$ cat src/sbpio_pkg.sv
// ----------------------------------------------------------------------------
// sbpio_pkg
// Shared types and constants of the two-port pad I/O block.
// ----------------------------------------------------------------------------
package sbpio_pkg;

	localparam int unsigned IN_TDATA_W  = 32;
	localparam int unsigned OUT_TDATA_W = 8;

	localparam logic [1:0] OP_READ    = 2'd0;
	localparam logic [1:0] OP_WRITE   = 2'd1;
	localparam logic [1:0] OP_TIMEOUT = 2'd2;

	localparam logic [3:0] W_VERSION = 4'd0;
	localparam logic [3:0] W_P1_DATA = 4'd1;
	localparam logic [3:0] W_P2_DATA = 4'd2;
	localparam logic [3:0] W_EX_DATA = 4'd3;
	localparam logic [3:0] W_P1_CTRL = 4'd4;
	localparam logic [3:0] W_P2_CTRL = 4'd5;
	localparam logic [3:0] W_EX_CTRL = 4'd6;

	localparam logic CFG_VERSION = 1'b0;
	localparam logic CFG_SIX_BTN = 1'b1;

	localparam logic [7:0] VERSION_RESET = 8'h80;
	localparam logic [7:0] EXP_READ      = 8'hFF;
	localparam logic [7:0] COUNT_MAX     = 8'hFF;
	localparam int unsigned TH_POS       = 6;

	typedef struct packed {
		logic [11:0] pad_buttons;
		logic [7:0]  write_data;
		logic [3:0]  reg_word;
		logic [1:0]  opcode;
	} item_t;

	typedef struct packed {
		logic [7:0]      version_byte;
		logic [1:0]      six_button_ports;
		logic [2:0][7:0] port_data;
		logic [2:0][7:0] port_ctrl;
		logic [1:0]      th_previous;
		logic [1:0][7:0] th_edge_count;
	} port_state_t;

endpackage

$ cat src/sbpio_state.sv
// ----------------------------------------------------------------------------
// sbpio_state
// Configuration, data and control bytes, TH tracking and edge counters.
// ----------------------------------------------------------------------------
module sbpio_state
	import sbpio_pkg::*;
(
	input  logic        clk,
	input  logic        arst_n,
	input  logic        cfg_we,
	input  logic        cfg_index,
	input  logic [7:0]  cfg_data,
	input  logic        upd_en,
	input  item_t       upd_item,
	output port_state_t st
);

	logic [7:0]      version_q;
	logic [1:0]      six_q;
	logic [2:0][7:0] data_q;
	logic [2:0][7:0] ctrl_q;
	logic [1:0]      th_prev_q;
	logic [1:0][7:0] count_q;
	logic            th_new;
	logic [1:0]      fall;

	assign th_new = upd_item.write_data[TH_POS];

	always_comb begin
		for (int p = 0; p < 2; p++) begin
			fall[p] = six_q[p] && th_prev_q[p] && !th_new && (count_q[p] != COUNT_MAX);
		end
	end

	always_ff @(posedge clk or negedge arst_n) begin
		if (!arst_n) begin
			version_q <= VERSION_RESET;
			six_q     <= '0;
			data_q    <= '0;
			ctrl_q    <= '0;
			th_prev_q <= '0;
			count_q   <= '0;
		end else begin
			if (cfg_we) begin
				unique case (cfg_index)
					CFG_VERSION: version_q <= cfg_data;
					CFG_SIX_BTN: six_q     <= cfg_data[1:0];
					default: ;
				endcase
			end
			if (upd_en) begin
				unique case (upd_item.opcode)
					OP_WRITE: begin
						unique case (upd_item.reg_word)
							W_P1_DATA: begin
								data_q[0]    <= upd_item.write_data;
								th_prev_q[0] <= th_new;
								if (fall[0]) count_q[0] <= count_q[0] + 8'd1;
							end
							W_P2_DATA: begin
								data_q[1]    <= upd_item.write_data;
								th_prev_q[1] <= th_new;
								if (fall[1]) count_q[1] <= count_q[1] + 8'd1;
							end
							W_EX_DATA: data_q[2] <= upd_item.write_data;
							W_P1_CTRL: ctrl_q[0] <= upd_item.write_data;
							W_P2_CTRL: ctrl_q[1] <= upd_item.write_data;
							W_EX_CTRL: ctrl_q[2] <= upd_item.write_data;
							default: ;
						endcase
					end
					OP_TIMEOUT: count_q <= '0;
					default: ;
				endcase
			end
		end
	end

	assign st.version_byte     = version_q;
	assign st.six_button_ports = six_q;
	assign st.port_data        = data_q;
	assign st.port_ctrl        = ctrl_q;
	assign st.th_previous      = th_prev_q;
	assign st.th_edge_count    = count_q;

`ifndef SYNTHESIS
	logic timeout_now;
	assign timeout_now = upd_en && (upd_item.opcode == OP_TIMEOUT);

	a_count_saturates: assert property (@(posedge clk) disable iff (!arst_n)
		(count_q[0] == COUNT_MAX) && !timeout_now |=> count_q[0] == COUNT_MAX)
		else $error("port one edge counter left saturation without timeout");

	a_three_btn_count_hold: assert property (@(posedge clk) disable iff (!arst_n)
		!six_q[1] && !timeout_now |=> $stable(count_q[1]))
		else $error("port two edge counter moved in three-button mode");
`endif

endmodule

$ cat src/sbpio_read.sv
// ----------------------------------------------------------------------------
// sbpio_read
// Read-data selection: version, TH-multiplexed pad bytes, control bytes.
// ----------------------------------------------------------------------------
module sbpio_read
	import sbpio_pkg::*;
(
	input  port_state_t st,
	input  item_t       item,
	output logic [7:0]  read_data
);

	function automatic logic [7:0] pad_byte(input logic th, input logic six,
		input logic [7:0] cnt, input logic [11:0] btn);
		logic [11:0] rel;
		logic [3:0]  low;
		logic [7:0]  v;
		rel = ~btn;
		if (th) begin
			if (six && cnt >= 8'd3) low = {rel[11], rel[8], rel[9], rel[10]};
			else                    low = {rel[3], rel[2], rel[1], rel[0]};
			v = {2'b01, rel[6], rel[5], low};
		end else begin
			if (six && cnt >= 8'd4)      low = 4'hF;
			else if (six && cnt == 8'd3) low = 4'h0;
			else                         low = {2'b00, rel[1], rel[0]};
			v = {2'b00, rel[7], rel[4], low};
		end
		return v;
	endfunction

	always_comb begin
		read_data = '0;
		if (item.opcode == OP_READ) begin
			unique case (item.reg_word)
				W_VERSION: read_data = st.version_byte;
				W_P1_DATA: read_data = pad_byte(st.port_data[0][TH_POS],
					st.six_button_ports[0], st.th_edge_count[0], item.pad_buttons);
				W_P2_DATA: read_data = pad_byte(st.port_data[1][TH_POS],
					st.six_button_ports[1], st.th_edge_count[1], item.pad_buttons);
				W_EX_DATA: read_data = EXP_READ;
				W_P1_CTRL: read_data = st.port_ctrl[0];
				W_P2_CTRL: read_data = st.port_ctrl[1];
				W_EX_CTRL: read_data = st.port_ctrl[2];
				default:   read_data = '0;
			endcase
		end
	end

endmodule

$ cat src/six_button_pad_io_port_core.sv
// A result reaches m_tvalid through the input register, then the result register.
// One item per cycle while m_tready does not stall the result register; these
// registers bracket the single pass of read selection and state update.
// Reset: arst_n clears both stage valids, the port state and the edge counters,
// and loads the version byte with 0x80 and the six-button select with zero.
// ----------------------------------------------------------------------------
// six_button_pad_io_port_core
// Two-port pad I/O block with TH-multiplexed reads and six-button counting.
// ----------------------------------------------------------------------------
module six_button_pad_io_port_core
	import sbpio_pkg::*;
(
	input  logic                   clk,
	input  logic                   arst_n,
	input  logic                   s_tvalid,
	output logic                   s_tready,
	input  logic [IN_TDATA_W-1:0]  s_tdata,  // opcode, reg_word, write_data, pad_buttons
	output logic                   m_tvalid,
	input  logic                   m_tready,
	output logic [OUT_TDATA_W-1:0] m_tdata,  // read_data
	input  logic                   cfg_we,
	input  logic                   cfg_index,
	input  logic [7:0]             cfg_data
);

	item_t       item_s1;
	logic        valid_s1;
	logic [7:0]  data_s2;
	logic        valid_s2;
	logic        advance;
	logic        accept;
	logic [7:0]  read_data;
	port_state_t st;

	assign advance  = !valid_s2 || m_tready;
	assign s_tready = !valid_s1 || advance;
	assign accept   = s_tvalid && s_tready;

	always_ff @(posedge clk or negedge arst_n) begin
		if (!arst_n) begin
			valid_s1 <= 1'b0;
		end else if (accept) begin
			valid_s1 <= 1'b1;
		end else if (advance) begin
			valid_s1 <= 1'b0;
		end
	end

	always_ff @(posedge clk) begin
		if (accept) item_s1 <= s_tdata[$bits(item_t)-1:0];
	end

	sbpio_state u_state (
		.clk      (clk),
		.arst_n   (arst_n),
		.cfg_we   (cfg_we),
		.cfg_index(cfg_index),
		.cfg_data (cfg_data),
		.upd_en   (valid_s1 && advance),
		.upd_item (item_s1),
		.st       (st)
	);

	sbpio_read u_read (
		.st       (st),
		.item     (item_s1),
		.read_data(read_data)
	);

	always_ff @(posedge clk or negedge arst_n) begin
		if (!arst_n) begin
			valid_s2 <= 1'b0;
		end else if (advance) begin
			valid_s2 <= valid_s1;
		end
	end

	always_ff @(posedge clk) begin
		if (advance && valid_s1) data_s2 <= read_data;
	end

	assign m_tvalid = valid_s2;
	assign m_tdata  = data_s2;

`ifndef SYNTHESIS
	a_nonread_zero: assert property (@(posedge clk) disable iff (!arst_n)
		advance && valid_s1 && (item_s1.opcode != OP_READ) |=> m_tdata == 8'h00)
		else $error("write or timeout produced nonzero read data");

	a_exp_read: assert property (@(posedge clk) disable iff (!arst_n)
		advance && valid_s1 && (item_s1.opcode == OP_READ) &&
		(item_s1.reg_word == W_EX_DATA) |=> m_tdata == EXP_READ)
		else $error("expansion data read not 0xFF");
`endif

endmodule
$ cat config.mk
export PLATFORM = sky130hd
export DESIGN_NAME = six_button_pad_io_port_core
export DESIGN_NICKNAME = d
export VERILOG_FILES = /design/src/sbpio_pkg.sv /design/src/sbpio_state.sv /design/src/sbpio_read.sv /design/src/six_button_pad_io_port_core.sv
export SDC_FILE = /design/constraint.sdc
export NUM_CORES = 1
export LEC_CHECK = 0
export BUFFER_PORTS_ARGS = -buffer_cell sky130_fd_sc_hd__buf_2
export CORE_MARGIN = 8
export CORE_UTILIZATION = 50
export DETAILED_ROUTE_END_ITERATION = 16
export GPL_ROUTABILITY_DRIVEN = 0
export PLACE_DENSITY = 0.71
export REMOVE_ABC_BUFFERS = 1
export SYNTH_ARGS = -nofsm -noshare
export SYNTH_HDL_FRONTEND = slang
export SYNTH_SLANG_ARGS = --single-unit
$ cat constraint.sdc
create_clock -name clk -period 4.7 [get_ports clk]
set_clock_uncertainty 0.2 [all_clocks]
set_input_delay 0.94 -clock clk [delete_from_list [all_inputs] [get_ports clk]]
set_output_delay 0.94 -clock clk [all_outputs]
set_load 0.01 [all_outputs]
==> results of run 1 <==
==> power groups by stage <==
stage               Combinational, W  Clock [W]  Sequential (W)
global placement            0.000275          0         0.00100
detailed placement          0.000285          0         0.00101
global route                0.000318   0.000516         0.00101
CTS                         0.000287   0.000493        0.000994
finish                      0.000284   0.000480        0.000995
floorplan                   0.000212          0        0.000981
==> worst max-delay path, stage by stage, from the launching register on <==
cell and delay (ns):
edfxtp_1 0.82, nor2b_4 0.31, nand2_1 0.08, o41a_1 0.56
or3_1 0.50, o41ai_2 0.31
==> cell usage after synthesis, drive strengths merged (3+ instances only) <==
cell type,count
o211ai,5
nand3,12
and2,4
inv,8
clkbuf,10
a21o,4
o21ai,14
o2bb2ai,3
o41ai,5
nor2b,6
mux2i,7
buf,6
nor3,5
nor3b,3
and3,4
or3,6
nand2,17
dfrtp,53
a222oi,4
a31oi,7
nor2,16
o22ai,3
mux2,44
edfxtp,34
ha,7
a21oi,14
nand2b,8
nand3b,4
o31ai,15
==> per-layer routing <==
| metal | routed length, µm | vias up | share of wire |
|---|---|---|---|
| met4 | 131 | 0 | 0.015 |
| met2 | 3999 | 95 | 0.45 |
| met5 | 0 | - | 0 |
| li1 | - | 1406 | - |
| met1 | 4223 | 1445 | 0.47 |
| met3 | 551 | 10 | 0.062 |
==> path summary, 6_finish.rpt <==
kind / to / from / cells after the start / slack, ns
worst max register to register: u_state.st[13]$_DFFE_PN0P_ / item_s1[3]$_DFFE_PP_ / 5 / 1.82
worst min register to register: u_state.st[18]$_DFFE_PN0P_ / u_state.st[18]$_DFFE_PN0P_ / 1 / 0.31
worst min-delay path: u_state.st[18]$_DFFE_PN0P_ / u_state.st[18]$_DFFE_PN0P_ / 1 / 0.31
worst max-delay path: u_state.st[13]$_DFFE_PN0P_ / item_s1[3]$_DFFE_PP_ / 5 / 1.82
min in group asynchronous: u_state.st[15]$_DFFE_PN0P_ / arst_n / 2 / 0.49
max in group asynchronous: u_state.th_prev_q[1]$_DFFE_PN0P_ / arst_n / 2 / 3.33
==> registers in the layout (all words and copies together) (netlist names) <==
register           cells
m_tvalid               1
m_tdata                8
u_state.version_q      8
u_state.six_q          2
u_state.st            40
valid_s1               1
item_s1               26
u_state.th_prev_q      2
==> stage by stage <==
step / setup WS, ns / instance area [µm²] / std cells / utilization / hold WS, ns
final: 1.821 / 4792 / 503 / 0.5604 / 0.3149
after global routing: 1.625 / 4792 / 503 / 0.5604 / 0.3242
after CTS: 1.832 / 4792 / 503 / 0.5604 / 0.3171
after detailed placement: 1.627 / 4614 / 487 / 0.5397 / 0.2956
after global placement: 1.670 / 4614 / 487 / 0.5397 / 0.2867
after floorplan: 2.109 / 4227 / 329 / - / 0.2735
==> cells by family (layout without fill, tap and decap cells) <==
family | count (synthesis) | count (layout) | synth area share
compound gates | 85 | 85 | 0.1486
buf+inv | 24 | 74 | 0.02670
flops | 88 | 88 | 0.5505
simple gates | 89 | 89 | 0.1175
fa+ha+maj | 7 | 7 | 0.02031
mux | 52 | 52 | 0.1364
==> final cells by class <==
type | instances | area, µm² | share of cell area
clock inverters | 6 | 50.05 | 0.01044
clock buffers | 10 | 127.6 | 0.02663
multi-input cells | 233 | 1823 | 0.3804
repair buffers | 50 | 252.7 | 0.05274
well taps | 108 | 135.1 | 0.02820
flip-flops and latches | 88 | 2374 | 0.4953
inverters | 8 | 30.03 | 0.006266
==> out/metrics.cfg, run 1 <==
[run_status]
outcome = finished clean

[routing]
dr_total_vias = 2956
first_pass_iters = 5
drtIter0Drc = 273
ant_nets = 0
wl_per_cell_um = 17.70
routed_via_density = 5.877
drt_wl_total_mm = 8.905
route.detailed.drc = 0

[logic_synthesis]
yosysSeqAreaShare = 0.5505
ys_ff_latch = 88
synth_top_area_cell = dfrtp_1
async_reset_ff_frac = 0.6136
ys_top_cells_by_area = dfrtp_1, edfxtp_1, mux2_2
synth_warnings = 0
postSynthCellCount = 345
synth-edff-count = 34
synth_area_um2 = 4312
yosysTopAreaCellShare = 0.3076
synth_cell_type_count = 54
synth_ff_type = dfrtp_1
avgSynthCellArea_um2 = 12.50

[clock_network]
htree_levels = 3
cts.clk_slew.worst_paths_ns = 0.09
cts_tree = yes
cts_buffers = 9
clkSinkCount = 88
root_buffer = clkbuf_8
cts_resized = 0
clockBufferDepth = 2
post-cts-setup-buffers = 0
insertion_delay_ns = 0.36
ctsHoldBuffers = 0

[global_route]
grt.total_usage = 0.1584
first_global_vias = 3019
grt_busiest_layer = met2
antenna_found_initial = 0
grt.met3_usage = 0.03723
grt_pass1_wl_mm = 14.80
grt_use_met2 = 0.2318
overflow = 0
grt_max_degree = 55
use_met1 = 0.2214

[finish]
final_common_cell = dfrtp_1
fill_cells = 729
fin_nets = 443
diodes = 0
mostFrequentLayoutCells = dfrtp_1, buf_2, mux2_2, edfxtp_1, nand2_1
area_delta_synth_final_pct = 11.14
layout-drive-gt1-share = 0.3089

[pwr]
seq_power_share = 0.566
p_int_w = 0.001238
power_w = 0.001759
p_leak_nw = 2.009
power_frac_comb = 0.162
p_per_area_nw_per_um2 = 367.2
switchingPower_w = 0.0005210
ir_worst_vdd_v = 0.0001719
swShare = 0.2961
clockPowerShare = 0.273

[die]
dieHeight_um = 108.9
start_util = 0.5042
die_x_um = 108.9
rows = 34
io_pins = 56
die_area_um2 = 11850
core_area_um2 = 8551

[sta]
fmax_mhz = 347.3
rsz0062_at_grt = no
fin_crit_ns = 2.879
drv_slew = 0
finalSetupTns_ns = 0
finalSetupViolations = 0
final-hold-violation-count = 0
fin_crit_sh = 0.6126
relSlewSlack = 0.2242
worst_slew_pin_slew_ns = 1.164

[worst_hold_path]
hold_class = flop to flop

[placement]
port_buffers = 49
dpl.hpwl_mm = 6.370

[critical_path]
crit_required_ns = 4.76
cp-start-kind = flop
cp_data_arrival_time_ns = 2.94
critPathMaxFanout = 18
cp-end-kind = flop
crit_type = flop to flop

[flow_run]
drv_cap = 0

Power figures use the tool's default switching activity.
==> inputs of run 2 (changes only) <==
--- a/config.mk
+++ b/config.mk
@@ -5,12 +5,13 @@
 export SDC_FILE = /design/constraint.sdc
 export NUM_CORES = 1
 export LEC_CHECK = 0
+export ABC_AREA = 1
 export BUFFER_PORTS_ARGS = -buffer_cell sky130_fd_sc_hd__buf_2
 export CORE_MARGIN = 8
 export CORE_UTILIZATION = 50
 export DETAILED_ROUTE_END_ITERATION = 16
 export GPL_ROUTABILITY_DRIVEN = 0
-export PLACE_DENSITY = 0.71
+export PLACE_DENSITY = 0.73
 export REMOVE_ABC_BUFFERS = 1
 export SYNTH_ARGS = -nofsm -noshare
 export SYNTH_HDL_FRONTEND = slang
==> constraint.sdc (replaced) <==
create_clock -name clk -period 2.36 [get_ports clk]
set_clock_uncertainty 0.2 [all_clocks]
set_input_delay 0.472 -clock clk [delete_from_list [all_inputs] [get_ports clk]]
set_output_delay 0.472 -clock clk [all_outputs]
set_load 0.01 [all_outputs]
==> out/metrics.cfg, run 2 <==
[placement]
port_buffers = 49
place_area_um2 = 4768
dpl.hpwl_mm = 7.030
place_inst = 648

[global_route]
grt_busiest_layer = met2
grt.met3_usage = 0.03458
use_met1 = 0.2369
overflow = 0
grt_max_degree = 27
grt_use_met2 = 0.2380
antenna_found_initial = 0
grt_pass1_wl_mm = 15.57
first_global_vias = 3314
grt.total_usage = 0.1663

[logic_synthesis]
synth_top_area_cell = dfrtp_1
synth_area_um2 = 4408
synth.mux.area_fraction = 0.02555
async_reset_ff_frac = 0.6136
synth_top_family_by_area = simple AND/OR/NAND/NOR gates
synthSimpleGateAreaFrac = 0.2279
yosysTopAreaCellShare = 0.3009
yosysSeqAreaShare = 0.5385
synth_warnings = 0
ys_top_cells_by_area = dfrtp_1, edfxtp_1, nand2_1
synth_commonest_cells = nand2_1, inv_1, dfrtp_1, nand3_1, nor2_1
avgSynthCellArea_um2 = 8.905
synth_compound_area_frac = 0.09112
synth_fa_ha_area_frac = 0.01987
synth-xor-area-share = 0.01590
synth_cell_type_count = 30
postSynthCellCount = 495
synth-edff-count = 34
synth_ff_type = dfrtp_1
ys_ff_latch = 88
synth_most_common_cell = nand2_1

[critical_path]
cp_data_arrival_time_ns = 2.15
cp-end-kind = flop
crit_start = u_state.st[1]$_DFFE_PN0P_
r2r_setup_slack_ns = 0.30
r2r-start = u_state.st[1]$_DFFE_PN0P_
crit_type = flop to flop
critPathMaxFanout = 16
cp-start-kind = flop
crit_required_ns = 2.45
reg2regPathDepth = 9
r2r-end = u_state.st[2]$_DFFE_PN0P_

[sta]
timing.hold.ws_ns = 0.07712
finalSetupViolations = 0
finalSetupTns_ns = 0
drv_slew = 0
worst_slew_pin_slew_ns = 0.4969
fin_crit_sh = 0.8737
final-hold-violation-count = 0
fin_crit_ns = 2.062
relSlewSlack = 0.6688
rsz0062_at_grt = no
fmax_mhz = 485.0

[finish]
largest_reg_flops = 40
layout-drive-gt1-share = 0.2101
area_delta_synth_final_pct = 13.09
final_cells = 665
finish.utilization = 0.5772
diodes = 0
final_common_cell = nand2_1
mostFrequentLayoutCells = nand2_1, inv_1, nand3_1, dfrtp_1, buf_2
fin_nets = 605
finalInstanceArea_um2 = 4985

[clock_network]
clockBufferDepth = 2
cts_resized = 0
cts_buffers = 9
cts_tree = yes
cts.clk_slew.worst_paths_ns = 0.10
htree_levels = 3
root_buffer = clkbuf_8
clkSinkCount = 88
insertion_delay_ns = 0.36

[die]
core_area_um2 = 8636
io_pins = 56
die_x_um = 109.9
dieHeight_um = 109.9
start_util = 0.5104
rows = 34
die_area_um2 = 12080

[routing]
ant_nets = 0
drtIter0Drc = 309
first_pass_iters = 6
drt_wl_total_mm = 9.504
dr_total_vias = 3511
route.detailed.drc = 0
routed_via_density = 5.280
wl_per_cell_um = 14.29

[worst_hold_path]
hold_start = s_tdata[13]
hold_end = item_s1[13]$_DFFE_PP_
hold_depth = 1
hold_class = primary input to flop

[pwr]
ir_worst_vdd_v = 0.0003814
p_leak_nw = 2.411
p_per_area_nw_per_um2 = 782.2

[flow_run]
drv_cap = 0

[run_status]
outcome = finished clean

==> run 2: cell count changes in the layout (fill, tap and decap cells not counted), moves of 20 or more <==
| cell | delta |
|---|---|
| inv_1 | +66 |
| o21ai_0 | +20 |
| nand3_1 | +41 |
| nor2_1 | +21 |
| mux2_2 | -32 |
| nand2_1 | +91 |
==> run 2: final cells by class <==
cell class              instances  area, µm²
clock buffers                  11      162.7
clock inverters                 5      43.79
fillers                       779       3651
inverters                      74      277.8
multi-input cells             321       1677
flip-flops and latches         88       2374
well taps                     108      135.1
repair buffers                 58      315.3
==> run 2: power by group <==
part | internal [W] | switching [W]
combinational | 0.000305 | 0.000511
sequential | 0.00184 | 0.000184
clock | 0.000489 | 0.000566
total | 0.00264 | 0.00126
==> run 2: metal layers <==
layer  share of wire  vias to the layer above  routed length (µm)
li1                -                     1716                   -
met3           0.068                       12                 647
met5               0                        -                   0
met2            0.44                      129                4199
met4           0.017                        0                 165
met1            0.47                     1654                4491
==> run 2: through the flow <==
step                setup slack (ns)  power (W)
finish                        0.2980   0.003899
global route                 0.06855   0.004140
CTS                           0.2856   0.003928
detailed placement            0.3131   0.002868
global placement              0.3732   0.002826
floorplan                     0.3131   0.002599
==> run 2: how the worst max path moves through the flow <==
stage	to	slack (ns)
finish	u_state.st[2]$_DFFE_PN0P_	0.30
global route	u_state.st[2]$_DFFE_PN0P_	0.07
CTS	u_state.st[2]$_DFFE_PN0P_	0.29
detailed placement	u_state.st[2]$_DFFE_PN0P_	0.31
global placement	u_state.st[1]$_DFFE_PN0P_	0.37
floorplan	u_state.st[35]$_DFFE_PN0P_	0.31
==> run 2: cells by family after synthesis <==
family | count (synthesis)
simple gates | 229
flops | 88
buf+inv | 86
compound gates | 67
mux | 10
xor+xnor | 8
fa+ha+maj | 7
==> run 2: worst max-delay path, stage by stage, from the launching register on <==
cell,delay [ns]
dfrtp_1,0.45
ha_1,0.28
nand3_1,0.12
nor2_1,0.18
nand3_1,0.10
nand4_1,0.08
nand2_1,0.06
nand2_2,0.30
nand2_1,0.12
o21ai_2,0.08
==> run 2: repair_timing <==
action,4_1_cts,5_1_grt
hold endpoints to repair,18,0
setup buffers,0,0
hold buffers,1,0
==> inputs of run 3 (changes only) <==
--- a/config.mk
+++ b/config.mk
@@ -11,8 +11,9 @@
 export CORE_UTILIZATION = 50
 export DETAILED_ROUTE_END_ITERATION = 16
 export GPL_ROUTABILITY_DRIVEN = 0
-export PLACE_DENSITY = 0.73
+export PLACE_DENSITY = 0.72
 export REMOVE_ABC_BUFFERS = 1
 export SYNTH_ARGS = -nofsm -noshare
 export SYNTH_HDL_FRONTEND = slang
+export SYNTH_HIERARCHICAL = 1
 export SYNTH_SLANG_ARGS = --single-unit
==> out/metrics.cfg, run 3 <==
[die]
die_x_um = 110.4
dieHeight_um = 110.4
rows = 34
io_pins = 56
start_util = 0.5134
core_area_um2 = 8678
die_area_um2 = 12190

[critical_path]
r2r_setup_slack_ns = 0.23
cp-end-kind = flop
crit_start = item_s1[1]$_DFFE_PP_
r2r-end = u_state/st[4]$_DFFE_PN0P_
reg2regPathDepth = 9
cp-start-kind = flop
crit_type = flop to flop
crit_required_ns = 2.41
critPathMaxFanout = 16
endpoint = u_state/st[4]$_DFFE_PN0P_
cp_data_arrival_time_ns = 2.18
r2r-start = item_s1[1]$_DFFE_PP_

[routing]
dr_total_vias = 3656
route.detailed.drc = 0
routed_via_density = 5.230
wl_per_cell_um = 14.14
drtIter0Drc = 245
first_pass_iters = 4
ant_nets = 0
drt_wl_total_mm = 9.884

[pwr]
ir_worst_vdd_v = 0.0003542
swShare = 0.3141
p_leak_nw = 2.440
power_w = 0.003488
p_per_area_nw_per_um2 = 694.8
clockPowerShare = 0.280
p_int_w = 0.002392
seq_power_share = 0.555
switchingPower_w = 0.001095
power_frac_comb = 0.165

[placement]
dpl.hpwl_mm = 7.100
place_area_um2 = 4832
port_buffers = 49
place_inst = 682

[sta]
finalSetupViolations = 0
fin_crit_ns = 2.126
finalSetupTns_ns = 0
fin_crit_sh = 0.9008
rsz0062_at_grt = no
final-hold-violation-count = 0
relSlewSlack = 0.5415
drv_slew = 0
worst_slew_pin_slew_ns = 0.6878
fmax_mhz = 470.4

[global_route]
grt_use_met2 = 0.2540
grt.total_usage = 0.1627
antenna_found_initial = 0
grt_pass1_wl_mm = 16.40
grt.met3_usage = 0.02760
overflow = 0
grt_max_degree = 27
grt_busiest_layer = met2
first_global_vias = 3459
use_met1 = 0.2133

[finish]
area_delta_synth_final_pct = 12.66
largest_reg_flops = 42
mostFrequentLayoutCells = nand2_1, nand3_1, inv_1, dfrtp_1, buf_2
finalInstanceArea_um2 = 5020
finish.utilization = 0.5784
final-seq-area_um2 = 2374
multi_input_area_um2 = 1778
final_cells = 699
fin_nets = 636
layout-drive-gt1-share = 0.1895
fill_cells = 793
final_common_cell = nand2_1
diodes = 0

[clock_network]
post-cts-setup-buffers = 0
cts.clk_slew.worst_paths_ns = 0.09
cts_resized = 0
ctsHoldBuffers = 1
root_buffer = clkbuf_8
htree_levels = 3
clockBufferDepth = 2
clkSinkCount = 88
cts_tree = yes
cts_buffers = 9
insertion_delay_ns = 0.37

[logic_synthesis]
synth_area_um2 = 4456
postSynthCellCount = 530
avgSynthCellArea_um2 = 8.407
synth_warnings = 6

[run_status]
outcome = finished clean

[flow_run]
drv_cap = 0

[worst_hold_path]
hold_start = s_tdata[12]
hold_class = primary input to flop

run 3: cell count changes in the layout (fill, tap and decap cells not counted), moves of 4 or more:
cell | before | now
inv_1 | 74 | 57
inv_2 | 0 | 5
mux2_2 | 10 | 6
nand2_1 | 108 | 154
nand3_1 | 53 | 69
nor2_1 | 37 | 43
nor2_2 | 7 | 3
o21ai_2 | 14 | 7
o22ai_1 | 6 | 1
xor2_1 | 8 | 0
run 3: metal layers:
| layer | up-vias | part of all wire |
|---|---|---|
| met1 | 1680 | 0.46 |
| met5 | - | 0 |
| met3 | 13 | 0.052 |
| met2 | 117 | 0.47 |
| met4 | 0 | 0.018 |
| li1 | 1846 | - |
run 3: cell type report:
| class | instances | area share |
|---|---|---|
| repair buffers | 56 | 0.06231 |
| clock inverters | 6 | 0.009970 |
| inverters | 64 | 0.04836 |
| well taps | 108 | 0.02692 |
| flip-flops and latches | 88 | 0.4728 |
| multi-input cells | 367 | 0.3542 |
| clock buffers | 10 | 0.02542 |
run 3: metrics by stage:
step,worst slack [ns],hold WS (ns)
3_5_place_dp,0.1976,0.2733
5_1_grt,0.05892,0.05892
2_1_floorplan,0.04494,-0.02359
6_report,0.2342,0.07028
4_1_cts,0.2358,0.06497
3_3_place_gp,0.2329,0.2658
run 3: power groups by stage:
stage                     combinational, W  clock (W)  sequential, W
after floorplan                   0.000402          0        0.00192
after global placement            0.000552          0        0.00196
after detailed placement          0.000574          0        0.00196
after CTS                         0.000577   0.000995        0.00193
after global routing              0.000661    0.00106        0.00196
final                             0.000576   0.000976        0.00194
run 3: worst min path at each step:
| stage | end | slack, ns | cells after the start |
|---|---|---|---|
| floorplan | m_tvalid$_DFFE_PN0P_ | -0.02 | 0 |
| global placement | u_state/st[18]$_DFFE_PN0P_ | 0.27 | 2 |
| detailed placement | u_state/st[21]$_DFFE_PN0P_ | 0.27 | 2 |
| CTS | item_s1[12]$_DFFE_PP_ | 0.06 | 1 |
| global route | item_s1[10]$_DFFE_PP_ | 0.06 | 1 |
| finish | item_s1[12]$_DFFE_PP_ | 0.07 | 1 |
run 3: worst max-delay path: stages (launching register included):
cell and delay [ns]:
edfxtp_1 0.45, inv_1 0.09, ha_1 0.29, nand2_1 0.16, nor2_2 0.16, nand3_2 0.10
o21ai_1 0.12, nand2_2 0.24, nand2_1 0.15, o21ai_2 0.06
